$ cat src/rtl/core/pto_pkg.sv
`timescale 1ns / 1ps
// pto_pkg: shared constants, command codes and the result struct for the
// priority topological order block. No dependencies.
package pto_pkg;

    // default sizes handed to the top level
    localparam int DEF_MAX_JOBS      = 32;
    localparam int DEF_PRIORITY_BITS = 16;

    // fixed field widths of the stream items
    localparam int JOB_W       = 5;
    localparam int MASK_W      = 32;
    localparam int PRIO_IN_W   = 16;
    localparam int CNT_W       = 6;
    localparam int TDATA_IN_W  = 56;
    localparam int TDATA_OUT_W = 8;

    // widest run: one successor bit per job
    localparam int MASK_JOBS = 32;

    localparam logic [CNT_W-1:0] CNT_RESET = 6'd32;

    // command codes carried in the input tuser
    localparam logic CMD_LOAD = 1'b0;
    localparam logic CMD_RUN  = 1'b1;

    // one placed job handed from the scan engine to the output register
    typedef struct packed {
        logic [JOB_W-1:0] job;
        logic             last;
        logic             stuck;
    } t_result;

endpackage

$ cat src/rtl/core/pto_ram.sv
`timescale 1ns / 1ps
// pto_ram: generic single-write, single-read synchronous RAM with a
// registered read port. No dependencies.
module pto_ram #(
    parameter int WIDTH = 48,
    parameter int DEPTH = 32
) (
    input  logic                     i_clk,
    input  logic                     i_we,
    input  logic [$clog2(DEPTH)-1:0] i_waddr,
    input  logic [WIDTH-1:0]         i_wdata,
    input  logic                     i_re,
    input  logic [$clog2(DEPTH)-1:0] i_raddr,
    output logic [WIDTH-1:0]         o_rdata
);

    logic [WIDTH-1:0] r_mem [DEPTH];
    logic [WIDTH-1:0] r_rdata;

    // write port and registered read port
    always_ff @(posedge i_clk) begin
        if (i_we) begin
            r_mem[i_waddr] <= i_wdata;
        end
        if (i_re) begin
            r_rdata <= r_mem[i_raddr];
        end
    end

    assign o_rdata = r_rdata;

endmodule

$ cat src/rtl/core/pto_sched.sv
`timescale 1ns / 1ps
// pto_sched: scan engine that walks the job table memory to build the order.
// Depends on pto_pkg for field widths and the result struct.
module pto_sched #(
    parameter int MAX_JOBS      = pto_pkg::DEF_MAX_JOBS,
    parameter int PRIORITY_BITS = pto_pkg::DEF_PRIORITY_BITS
) (
    input  logic                                    i_clk,
    input  logic                                    i_rst_n,
    input  logic                                    i_run,
    input  logic [pto_pkg::CNT_W-1:0]               i_job_count,
    output logic                                    o_idle,
    output logic                                    o_rd_en,
    output logic [$clog2(MAX_JOBS)-1:0]             o_rd_addr,
    input  logic [pto_pkg::MASK_W+PRIORITY_BITS-1:0] i_rd_data,
    output logic                                    o_res_vld,
    output pto_pkg::t_result                        o_res,
    input  logic                                    i_res_rdy
);

    localparam int AW = $clog2(MAX_JOBS);
    localparam int RL = (MAX_JOBS < pto_pkg::MASK_JOBS) ? MAX_JOBS : pto_pkg::MASK_JOBS;
    localparam int NW = $clog2(RL + 1);
    localparam int SW = $clog2(RL);

    typedef enum logic [2:0] {
        S_IDLE,
        S_FIRST,
        S_BLOCK,
        S_PICK,
        S_EMIT
    } t_state;

    t_state                           r_state;
    logic [NW-1:0]                    r_n;
    logic [SW-1:0]                    r_last_idx;
    logic [NW-1:0]                    r_idx;
    logic                             r_rd_vld;
    logic [SW-1:0]                    r_rd_p;
    logic [RL-1:0]                    r_sched;
    logic [RL-1:0]                    r_blocked;
    logic [NW-1:0]                    r_placed;
    logic                             r_found;
    logic [SW-1:0]                    r_best;
    logic signed [PRIORITY_BITS-1:0]  r_best_prio;

    logic                             w_issue;
    logic [pto_pkg::MASK_W-1:0]       w_succ;
    logic signed [PRIORITY_BITS-1:0]  w_prio;
    logic                             w_cand;
    logic                             w_better;
    logic                             w_rd_last;
    logic                             w_fire;
    logic [NW-1:0]                    w_n;
    logic [NW-1:0]                    w_next_placed;

    // clamp the job count to one job up to the widest run
    always_comb begin
        if (i_job_count == '0) begin
            w_n = NW'(1);
        end else if (i_job_count > pto_pkg::CNT_W'(RL)) begin
            w_n = NW'(RL);
        end else begin
            w_n = NW'(i_job_count);
        end
    end

    // one table read per cycle while a scan pass is running
    assign w_issue   = ((r_state == S_BLOCK) || (r_state == S_PICK)) && (r_idx < r_n);
    assign o_rd_en   = w_issue;
    assign o_rd_addr = AW'(r_idx);

    // returned entry: successor bits low, priority above
    assign w_succ    = i_rd_data[pto_pkg::MASK_W-1:0];
    assign w_prio    = $signed(i_rd_data[pto_pkg::MASK_W +: PRIORITY_BITS]);
    assign w_cand    = r_rd_vld && !r_sched[r_rd_p] && !r_blocked[r_rd_p];
    assign w_better  = !r_found || (w_prio > r_best_prio);
    assign w_rd_last = r_rd_vld && (r_rd_p == r_last_idx);

    assign w_next_placed = r_placed + NW'(1);

    // result offered to the output register
    assign o_idle    = (r_state == S_IDLE);
    assign o_res_vld = (r_state == S_FIRST) || (r_state == S_EMIT);
    assign w_fire    = o_res_vld && i_res_rdy;

    always_comb begin
        o_res.job   = '0;
        o_res.last  = 1'b0;
        o_res.stuck = 1'b0;
        if (r_state == S_FIRST) begin
            o_res.last = (r_n == NW'(1));
        end else if (!r_found) begin
            o_res.last  = 1'b1;
            o_res.stuck = 1'b1;
        end else begin
            o_res.job  = pto_pkg::JOB_W'(r_best);
            o_res.last = (w_next_placed == r_n);
        end
    end

    // sequencer: start job, then blocked-mask pass and pick pass per job
    always_ff @(posedge i_clk) begin
        if (!i_rst_n) begin
            r_state  <= S_IDLE;
            r_rd_vld <= 1'b0;
        end else begin
            r_rd_vld <= w_issue;
            r_rd_p   <= SW'(r_idx);
            if (w_issue) begin
                r_idx <= r_idx + NW'(1);
            end
            unique case (r_state)
                S_IDLE: begin
                    if (i_run) begin
                        r_n        <= w_n;
                        r_last_idx <= SW'(w_n - NW'(1));
                        r_sched    <= RL'(1);
                        r_placed   <= NW'(1);
                        r_state    <= S_FIRST;
                    end
                end
                S_FIRST: begin
                    if (w_fire) begin
                        r_idx     <= '0;
                        r_blocked <= '0;
                        r_state   <= (r_n == NW'(1)) ? S_IDLE : S_BLOCK;
                    end
                end
                S_BLOCK: begin
                    // every unscheduled job blocks its successors
                    if (r_rd_vld && !r_sched[r_rd_p]) begin
                        r_blocked <= r_blocked | w_succ[RL-1:0];
                    end
                    if (w_rd_last) begin
                        r_idx   <= NW'(1);
                        r_found <= 1'b0;
                        r_state <= S_PICK;
                    end
                end
                S_PICK: begin
                    // highest priority wins, earlier index keeps ties
                    if (w_cand && w_better) begin
                        r_best      <= r_rd_p;
                        r_best_prio <= w_prio;
                        r_found     <= 1'b1;
                    end
                    if (w_rd_last) begin
                        r_state <= S_EMIT;
                    end
                end
                S_EMIT: begin
                    if (w_fire) begin
                        r_sched   <= r_sched | (RL'(1) << r_best);
                        r_placed  <= w_next_placed;
                        r_idx     <= '0;
                        r_blocked <= '0;
                        if (!r_found || (w_next_placed == r_n)) begin
                            r_state <= S_IDLE;
                        end else begin
                            r_state <= S_BLOCK;
                        end
                    end
                end
                default: r_state <= S_IDLE;
            endcase
        end
    end

endmodule

$ cat src/rtl/core/priority_topological_order.sv
`timescale 1ns / 1ps
// priority_topological_order: top level with the job table memory, the
// job count register and the output register. Uses pto_pkg, pto_ram, pto_sched.
//
// Usage:
//   Input channel s_*: tuser is the command (load or run), tdata carries the
//   job index, successor mask and signed priority. A load item writes one
//   job entry into the table memory and gives no result; loads are taken
//   one per cycle. A run item orders jobs 0 to n-1, n being the job count
//   register clamped to 1..min(MAX_JOBS, 32).
//   Output channel m_*: one item per placed job, start job first; tlast
//   marks the final item of a run, tuser marks a stuck run (a cycle), which
//   ends with job 0.
//   Picks: each pick is a blocked-mask pass and a priority pass over the
//   table memory's single read port. No input item is taken while a run
//   is in progress.
//   The job count is written through i_cfg_we / i_cfg_wdata between runs.
//   Reset clears the engine and output valid and sets the job count to 32;
//   table contents stay undefined until loaded.
//   When the receiver stalls, the result waits in the output register and
//   the engine holds its next result until the register frees up.
module priority_topological_order #(
    parameter int MAX_JOBS      = pto_pkg::DEF_MAX_JOBS,
    parameter int PRIORITY_BITS = pto_pkg::DEF_PRIORITY_BITS
) (
    input  logic                             i_clk,
    input  logic                             i_rst_n,
    input  logic                             i_cfg_we,
    input  logic [pto_pkg::CNT_W-1:0]        i_cfg_wdata,
    input  logic                             s_tvalid,
    output logic                             s_tready,
    // job_index [4:0], successor_mask [36:5], priority_req [52:37], zero pad
    input  logic [pto_pkg::TDATA_IN_W-1:0]   s_tdata,
    // command [0]
    input  logic                             s_tuser,
    output logic                             m_tvalid,
    input  logic                             m_tready,
    // chosen_job [4:0], zero pad
    output logic [pto_pkg::TDATA_OUT_W-1:0]  m_tdata,
    output logic                             m_tlast,
    // stuck [0]
    output logic                             m_tuser
);

    localparam int AW    = $clog2(MAX_JOBS);
    localparam int PB_IN = (PRIORITY_BITS < pto_pkg::PRIO_IN_W) ?
                           PRIORITY_BITS : pto_pkg::PRIO_IN_W;
    localparam int RAM_W = pto_pkg::MASK_W + PRIORITY_BITS;

    logic [pto_pkg::CNT_W-1:0]     r_job_count;
    logic                          r_m_valid;
    pto_pkg::t_result              r_m_res;

    logic [pto_pkg::JOB_W-1:0]     w_job_idx;
    logic [pto_pkg::MASK_W-1:0]    w_succ_in;
    logic [pto_pkg::PRIO_IN_W-1:0] w_prio_in;
    logic [PRIORITY_BITS-1:0]      w_prio_st;
    logic                          w_accept;
    logic                          w_load;
    logic                          w_run;
    logic                          w_idle;
    logic                          w_rd_en;
    logic [AW-1:0]                 w_rd_addr;
    logic [RAM_W-1:0]              w_rd_data;
    logic                          w_res_vld;
    logic                          w_res_rdy;
    pto_pkg::t_result              w_res;

    // input item decode
    assign w_job_idx = s_tdata[pto_pkg::JOB_W-1:0];
    assign w_succ_in = s_tdata[pto_pkg::JOB_W +: pto_pkg::MASK_W];
    assign w_prio_in = s_tdata[pto_pkg::JOB_W + pto_pkg::MASK_W +: pto_pkg::PRIO_IN_W];
    assign w_prio_st = PRIORITY_BITS'($signed(w_prio_in[PB_IN-1:0]));

    assign s_tready = w_idle;
    assign w_accept = s_tvalid && s_tready;
    assign w_load   = w_accept && (s_tuser == pto_pkg::CMD_LOAD) &&
                      (32'(w_job_idx) < MAX_JOBS);
    assign w_run    = w_accept && (s_tuser == pto_pkg::CMD_RUN);

    // job count register
    always_ff @(posedge i_clk) begin
        if (!i_rst_n) begin
            r_job_count <= pto_pkg::CNT_RESET;
        end else if (i_cfg_we) begin
            r_job_count <= i_cfg_wdata;
        end
    end

    // job table: loads only while idle, reads only during a run
    pto_ram #(
        .WIDTH (RAM_W),
        .DEPTH (MAX_JOBS)
    ) u_table (
        .i_clk   (i_clk),
        .i_we    (w_load),
        .i_waddr (AW'(w_job_idx)),
        .i_wdata ({w_prio_st, w_succ_in}),
        .i_re    (w_rd_en),
        .i_raddr (w_rd_addr),
        .o_rdata (w_rd_data)
    );

    // scan engine
    pto_sched #(
        .MAX_JOBS      (MAX_JOBS),
        .PRIORITY_BITS (PRIORITY_BITS)
    ) u_sched (
        .i_clk       (i_clk),
        .i_rst_n     (i_rst_n),
        .i_run       (w_run),
        .i_job_count (r_job_count),
        .o_idle      (w_idle),
        .o_rd_en     (w_rd_en),
        .o_rd_addr   (w_rd_addr),
        .i_rd_data   (w_rd_data),
        .o_res_vld   (w_res_vld),
        .o_res       (w_res),
        .i_res_rdy   (w_res_rdy)
    );

    // output register
    assign w_res_rdy = !r_m_valid || m_tready;

    always_ff @(posedge i_clk) begin
        if (!i_rst_n) begin
            r_m_valid <= 1'b0;
        end else if (w_res_vld && w_res_rdy) begin
            r_m_valid <= 1'b1;
            r_m_res   <= w_res;
        end else if (m_tready) begin
            r_m_valid <= 1'b0;
        end
    end

    assign m_tvalid = r_m_valid;
    assign m_tdata  = pto_pkg::TDATA_OUT_W'(r_m_res.job);
    assign m_tlast  = r_m_res.last;
    assign m_tuser  = r_m_res.stuck;

    // engine takes no input item while it still has a result to give
    a_idle_no_result: assert property (@(posedge i_clk) disable iff (!i_rst_n)
        s_tready |-> !w_res_vld)
        else $error("input ready while a result is pending");

    // a blocked result holds until the output register frees up
    a_result_holds: assert property (@(posedge i_clk) disable iff (!i_rst_n)
        (w_res_vld && !w_res_rdy) |=> (w_res_vld && $stable(w_res)))
        else $error("pending result changed while stalled");

    // a stuck item always ends the run and names the start job
    a_stuck_form: assert property (@(posedge i_clk) disable iff (!i_rst_n)
        (m_tvalid && m_tuser) |-> (m_tlast && (m_tdata == '0)))
        else $error("stuck item without last or with nonzero job");

endmodule
$ cat config.mk
export PLATFORM = sky130hd
export DESIGN_NAME = priority_topological_order
export DESIGN_NICKNAME = d
export VERILOG_FILES = /design/src/rtl/core/pto_pkg.sv /design/src/rtl/core/pto_ram.sv /design/src/rtl/core/pto_sched.sv /design/src/rtl/core/priority_topological_order.sv
export SDC_FILE = /design/constraint.sdc
export NUM_CORES = 2
export LEC_CHECK = 0
export BUFFER_PORTS_ARGS = -buffer_cell sky130_fd_sc_hd__buf_4
export CORE_UTILIZATION = 55
export CTS_CLUSTER_DIAMETER = 50
export DETAILED_ROUTE_END_ITERATION = 8
export PLACE_DENSITY = 0.74
export SKIP_LAST_GASP = 1
export SYNTH_ARGS = -nofsm -noshare
export SYNTH_HDL_FRONTEND = slang
export SYNTH_HIERARCHICAL = 1
export SYNTH_SLANG_ARGS = --single-unit
$ cat constraint.sdc
create_clock -name i_clk -period 5.87 [get_ports i_clk]
set_input_delay 1.174 -clock i_clk [delete_from_list [all_inputs] [get_ports i_clk]]
set_output_delay 1.174 -clock i_clk [all_outputs]
set_load 0.01 [all_outputs]
; ---- Yosys cells after proc, flatten, opt, wreduce, memory -nomap -nowiden
; Memory sizes are Yosys's and may differ from the RTL's. A register that Yosys moved wholly into a read port is not among the register bits.
; Index checks and enable logic that the tools add are counted.
[classes]
addsub = 3
n_lt_le_gt_ge = 4
eq_ne = 15
shifts = 1
n_mux = 37
bitwise_logic = 4
n_reduce_logical = 33
[ops]
columns = op, n
row1 = 32-bit 2-to-1 mux, 4
row2 = 32-bit case mux with 2 select lines, 2
row3 = 32-bit OR, 2
row4 = 6-bit 2-to-1 mux, 7
row5 = 1-bit by 5-bit << shifter with 32-bit output (first input constant), 1
row6 = 6-bit case mux with 2 select lines, 2
row7 = 16-bit greater-than comparator, 1
row8 = 3-bit 2-to-1 mux, 5
row9 = 3-bit case mux with 5 select lines, 1
row10 = 6-bit by 1-bit adder with 6-bit output (second input constant), 2
row11 = 2-bit by 1-bit != test with 1-bit output (second input constant), 6
row12 = 4-bit AND reduction, 3
row13 = 1-bit 2-to-1 mux, 11
row14 = 1-bit binary-select mux with 5-bit select, 2
row15 = 1-bit logical AND, 9
row16 = 2-bit nonzero test, 4
row17 = 3-bit by 2-bit == test with 1-bit output (second input constant), 2
row18 = 6-bit by 1-bit == test with 1-bit output (second input constant), 1
row19 = 6-bit == test, 1
row20 = 6-bit greater-than comparator (second input constant), 1
row21 = 6-bit logical NOT, 1
row22 = 5-bit by 6-bit < comparator with 1-bit output (second input constant), 1
row23 = 6-bit < comparator, 1
row24 = 3-bit AND reduction, 2
row25 = other kinds (14), 25
[totals]
ff_bits = 132
ram_bits = 1536
in_bits = 68
output_inout_bits = 12
word_cells = 115
memories = 1
[memory_table]
columns = name, words, width, read_ports, rd_clocked_by_memory_dff, wr, line_no
row1 = u_table.r_mem, 32, 48, 1, 1, 1, pto_ram.sv:17  ; logic [WIDTH-1:0] r_mem [DEPTH];

; ---- Longest topological paths before layout
[logic_depth]
word_depth = 8
depth_mapped = 9
ltp_nobuf = 8

; ---- Cells and area by module
; The synthesis kept the hierarchy.
[modules_own_cells]
columns = mod, instances, cells_each, area_per_inst_um2, seq_area_each_um2
row1 = pto_ram, 1, 3364, 61205.0, 47565.6
row2 = pto_sched, 1, 535, 6107.1, 3503.4
row3 = priority_topological_order, 1, 38, 528.0, 350.3

; ---- Worst setup path after synthesis
; No wires, ideal clock.
[synth_path]
path_kind = input to register
start = input s_tuser
end = register u_sched.r_placed[0], enable pin
setup_ns = 0.528
arrival_ns = 5.043
required_time_ns = 5.342
slack_ns = 0.299
path_stages = 3
path_buffers = 0
path_cell_list = and3_1 mux2i_1 nor4_1
[synth_via]
elab_chain_cells = 3
[synth_lines]
columns = item, line_no
row1 = start: declaration, priority_topological_order.sv:35  ; input logic s_tuser,
row2 = 1-bit logical AND, priority_topological_order.sv:79  ; assign w_run = w_accept && (s_tuser == pto_pkg::CMD_RUN);
row3 = 2-bit by 1-bit != test with 1-bit output (no line), n/a
row4 = 4-bit AND reduction (no line), n/a
row5 = end signal: assignment, pto_sched.sv:155  ; r_placed <= w_next_placed;
row6 = end: declaration, pto_sched.sv:42  ; logic [NW-1:0] r_placed;
; Every way passes these cells.
; A chain may end at the register's enable or synchronous reset.

; ---- Worst setup path after layout
[layout_path]
start = register u_sched.r_state[0]
end = memory u_table.r_mem[21][36], enable pin
[layout_via]
elab_chain_cells = 5
[layout_lines]
columns = item, line_no
row1 = start: declaration, pto_sched.sv:34  ; t_state r_state;
row2 = start signal: assignment, pto_sched.sv:127  ; r_state <= (r_n == NW'(1)) ? S_IDLE : S_BLOCK;
row3 = 3-bit logical NOT, pto_sched.sv:83  ; assign o_idle = (r_state == S_IDLE);
row4 = 1-bit logical AND, priority_topological_order.sv:76  ; assign w_accept = s_tvalid && s_tready;
row5 = 1-bit logical AND, priority_topological_order.sv:77  ; assign w_load = w_accept && (s_tuser == pto_pkg::CMD_LOAD) &&
row6 = via w_load, priority_topological_order.sv:59  ; logic w_load;
row7 = 1-bit 2-to-1 mux, pto_ram.sv:22  ; if (i_we) begin
row8 = 1-bit 2-to-1 mux (not written as such), pto_ram.sv:23  ; r_mem[i_waddr] <= i_wdata;
row9 = end: declaration, pto_ram.sv:17
; The timed path passes the listed nets, and every way through them passes these cells.

==> impl_results.md <==
* Status: completed
* Slowest cell delay on critical path at 1000 ps
* Worst EP required at 6290 ps
* # resized after CTS at 0
* H-tree Lvls at 4
* DP Cell Count at 5495
* Routability congestion estimate at 0.796
* CP Class: flop to flop
* Max stage delay cell, worst path: nor2_4
* Synth Flop Type: edfxtp_1
* 1st-pass router iterations at 5
* Pin count of the biggest net entering global routing at 114
* Psw at 9260 uW
* Flop pwr share at 44.4%
* Post-route ant nets at 0
* Hold path startpoint: u_table/o_rdata[32]
* Routed len/inst at 26.4 um
* Crit path from: u_sched/r_state[0]
* Most numerous cell in the Yosys netlist: edfxtp_1
* M1 GR Usage at 34.5%
* Mapped Avg Cell Area at 17.2 um^2
* Die W at 353 um
* CP Launch Type: flop
* Crit-path max FO at 18
* Busiest grt layer: met2
* DP HPWL at 78.3 mm
* CP endpoint kind: flop
* Synth-to-layout area growth at 11.6%
* Top cells by instance count after synthesis: 1705 x edfxtp_1, 786 x mux2i_1, 190 x a21oi_1, 168 x nand2_1, 158 x nand3_1
* Routed vias at 35900
* Cells after synthesis at 3937
* DRT iter0 DRCs at 4019
* Row count at 128
* Met2 Usage GRT at 38.3%
* Antenna violations before repair at 5
* Ports at 80
* CTS tree: yes
* Comb power frac at 22.6%
* Total power per unit cell area at 422 nW/um^2
* RSZ-0062 raised after global routing: false
* Max-cap viol count at 0
* DR DRC count at 0
* Max_slew headroom at 16.9%
* CTS clk-pin slew, worst paths at 60 ps
* Cts bufs inserted at 170
* Sequential-to-total area share from yosys stat at 75.8%
* Async set-reset flop share out of synthesis at 0%
* PortBufs at 73
* Cell variety after synth at 59
* Min-delay worst type: flop to flop
* Max-slew violations at 0
* Share of the synthesized area in the top cell type at 75.5%
* Fin. Hold Viols at 0
* # hold bufs at CTS at 0
* Setup Viol. Count Final at 0
* Die area at 125000 um^2
* Worst-path cell chain: nor3_1 > nand2_1 > nor2_1 > nand3b_1 > nor2_4 > buf_4
* DR vias/cell at 6.17
* Final nets at 4134
* Tmin final at 4040 ps
* GRT Total Usage at 24.3%
* Sum Neg Setup Slack at 0 ps
* Sw Share at 29.0%
* Post-Syn Area at 67800 um^2
* Grt met3 use at 3.96%
* Period utilization at 68.9%
* Worst Clk Skew at 56.1 ps
* Sink Count at 1716
* Critical path's top delay family: simple AND/OR/NAND/NOR gates
* Clock power frac at 33.0%
* First-pass GRT wire length at 224 mm
* R2R Path Start: u_sched/r_state[0]
* CTS max path bufs at 3
* CP Buf/Inv Count at 1
* Share of cells above drive strength 1 at 10.6%
* Fmax at 0.247 GHz
* Clk_lat worst skew at 800 ps
* Core Area at 122000 um^2
* Setup bufs post-CTS at 0
* Slew @ Worst Pin at 1240 ps
* WP data arrival at 4460 ps
* Synth warn at 6
* Maximum VDD drop at 0.000356 V
* Top cell type by total area after synthesis: edfxtp_1
* Global route overflow at 0
* LEAKAGE at 0.0259 uW
* WL final at 154 mm
* Die Ht at 353 um
* Root buf cell: clkbuf_16
* Seq cells post-synth at 1716
* Initial Utilization at 55.6%
* Main area contributors after synthesis: edfxtp_1 75%, mux2i_1 12%, a22oi_1 1.6%, a21oi_1 1.4%, a22o_1 1.3%
* Post-route insts no fill at 5811
* P_int at 22700 uW
* Vias in the first global route at 35000
* Post-synth EDFFs at 1705
[power by group through the flow]
stage          Clock, uW  Sequential (uW)  Combinational, uW
6_report           10500            14200               7220
4_1_cts            10600            14200               7170
5_1_grt            11100            14200               7660
2_1_floorplan          0            14300               5550
3_5_place_dp           0            14400               7130
3_3_place_gp           0            14400               7030
[sequential cells by signal, indices dropped and copies added (netlist names), 6 cells and up]
signal	cells
u_table/r_mem	1536
u_table/o_rdata	48
u_sched/r_blocked	32
u_sched/r_sched	32
u_sched/r_best_prio	16
r_job_count	6
u_sched/r_idx	6
u_sched/r_n	6
u_sched/r_placed	6
[cell type report]
type	count	area, um^2
diodes	1	2.50
clock buffers	204	4420
clock inverters	111	1030
fillers	8449	46300
inverters	36	136
multi-input cells	1968	15200
flip-flops and latches	1716	51400
well taps	1625	2030
repair buffers	150	1480
[layout by cell type (no fill, tap or decap), types with 13 or more instances in the layout]
cell type / synthesis / routed
a21oi_1: 190 / 189
ha_1: 24 / 24
nor3_1: 56 / 55
clkbuf_16: 0 / 172
a22oi_1: 145 / 145
clkinv_1: 0 / 46
a22o_1: 98 / 98
clkbuf_1: 68 / 32
nand3_1: 158 / 158
nand2_1: 168 / 167
edfxtp_1: 1705 / 1705
a31oi_1: 49 / 49
nor2_1: 155 / 121
nor2b_1: 14 / 13
xnor2_1: 14 / 14
buf_4: 47 / 122
buf_12: 0 / 28
clkinv_2: 0 / 30
mux2i_1: 786 / 786
inv_1: 36 / 35
nor2_4: 0 / 34
[path summary, 6_finish.rpt]
path | to | depth (start not counted) | slack (ps)
setup / recovery | u_table/r_mem[21][36] | 6 | 1830
hold / removal | u_sched/r_best_prio[0] | 0 | 450
setup reg to reg | u_table/r_mem[21][36] | 6 | 1830
hold reg to reg | u_sched/r_best_prio[0] | 0 | 450
[per-layer routing]
layer  vias up  routed length [um]  share of wire (%)
li1      15700                   -                  -
met1     18400               63700                 41
met2      1570               72600                 47
met3       264               12300                8.0
met4         4                4920                3.2
met5         -                  15             0.0098
[metrics by stage]
stage / hold WS [ps] / setup slack, ps / cell area [um^2] / util, % / power, uW
floorplan: 424 / 299 / 67800 / - / 19900
global placement: 437 / 1690 / 70300 / 57.6 / 21500
detailed placement: 441 / 1660 / 70300 / 57.6 / 21600
CTS: 453 / 1940 / 75700 / 62.0 / 32000
global route: 466 / 1600 / 75700 / 62.0 / 33000
finish: 450 / 1830 / 75700 / 62.0 / 31900
[cell families after synthesis]
group,after synthesis,share of synthesized area (%)
flip-flops,1716,75.8
multiplexers,800,12.1
buffers and inverters,255,2.28
AO/OA/AOI/OAI,510,5.01
other,1,0.00553
adder cells (fa/ha/maj),24,0.443
XOR/XNOR,21,0.291
AND/OR/NAND/NOR,610,4.11
No activity file was read; power rests on OpenSTA's default activity.
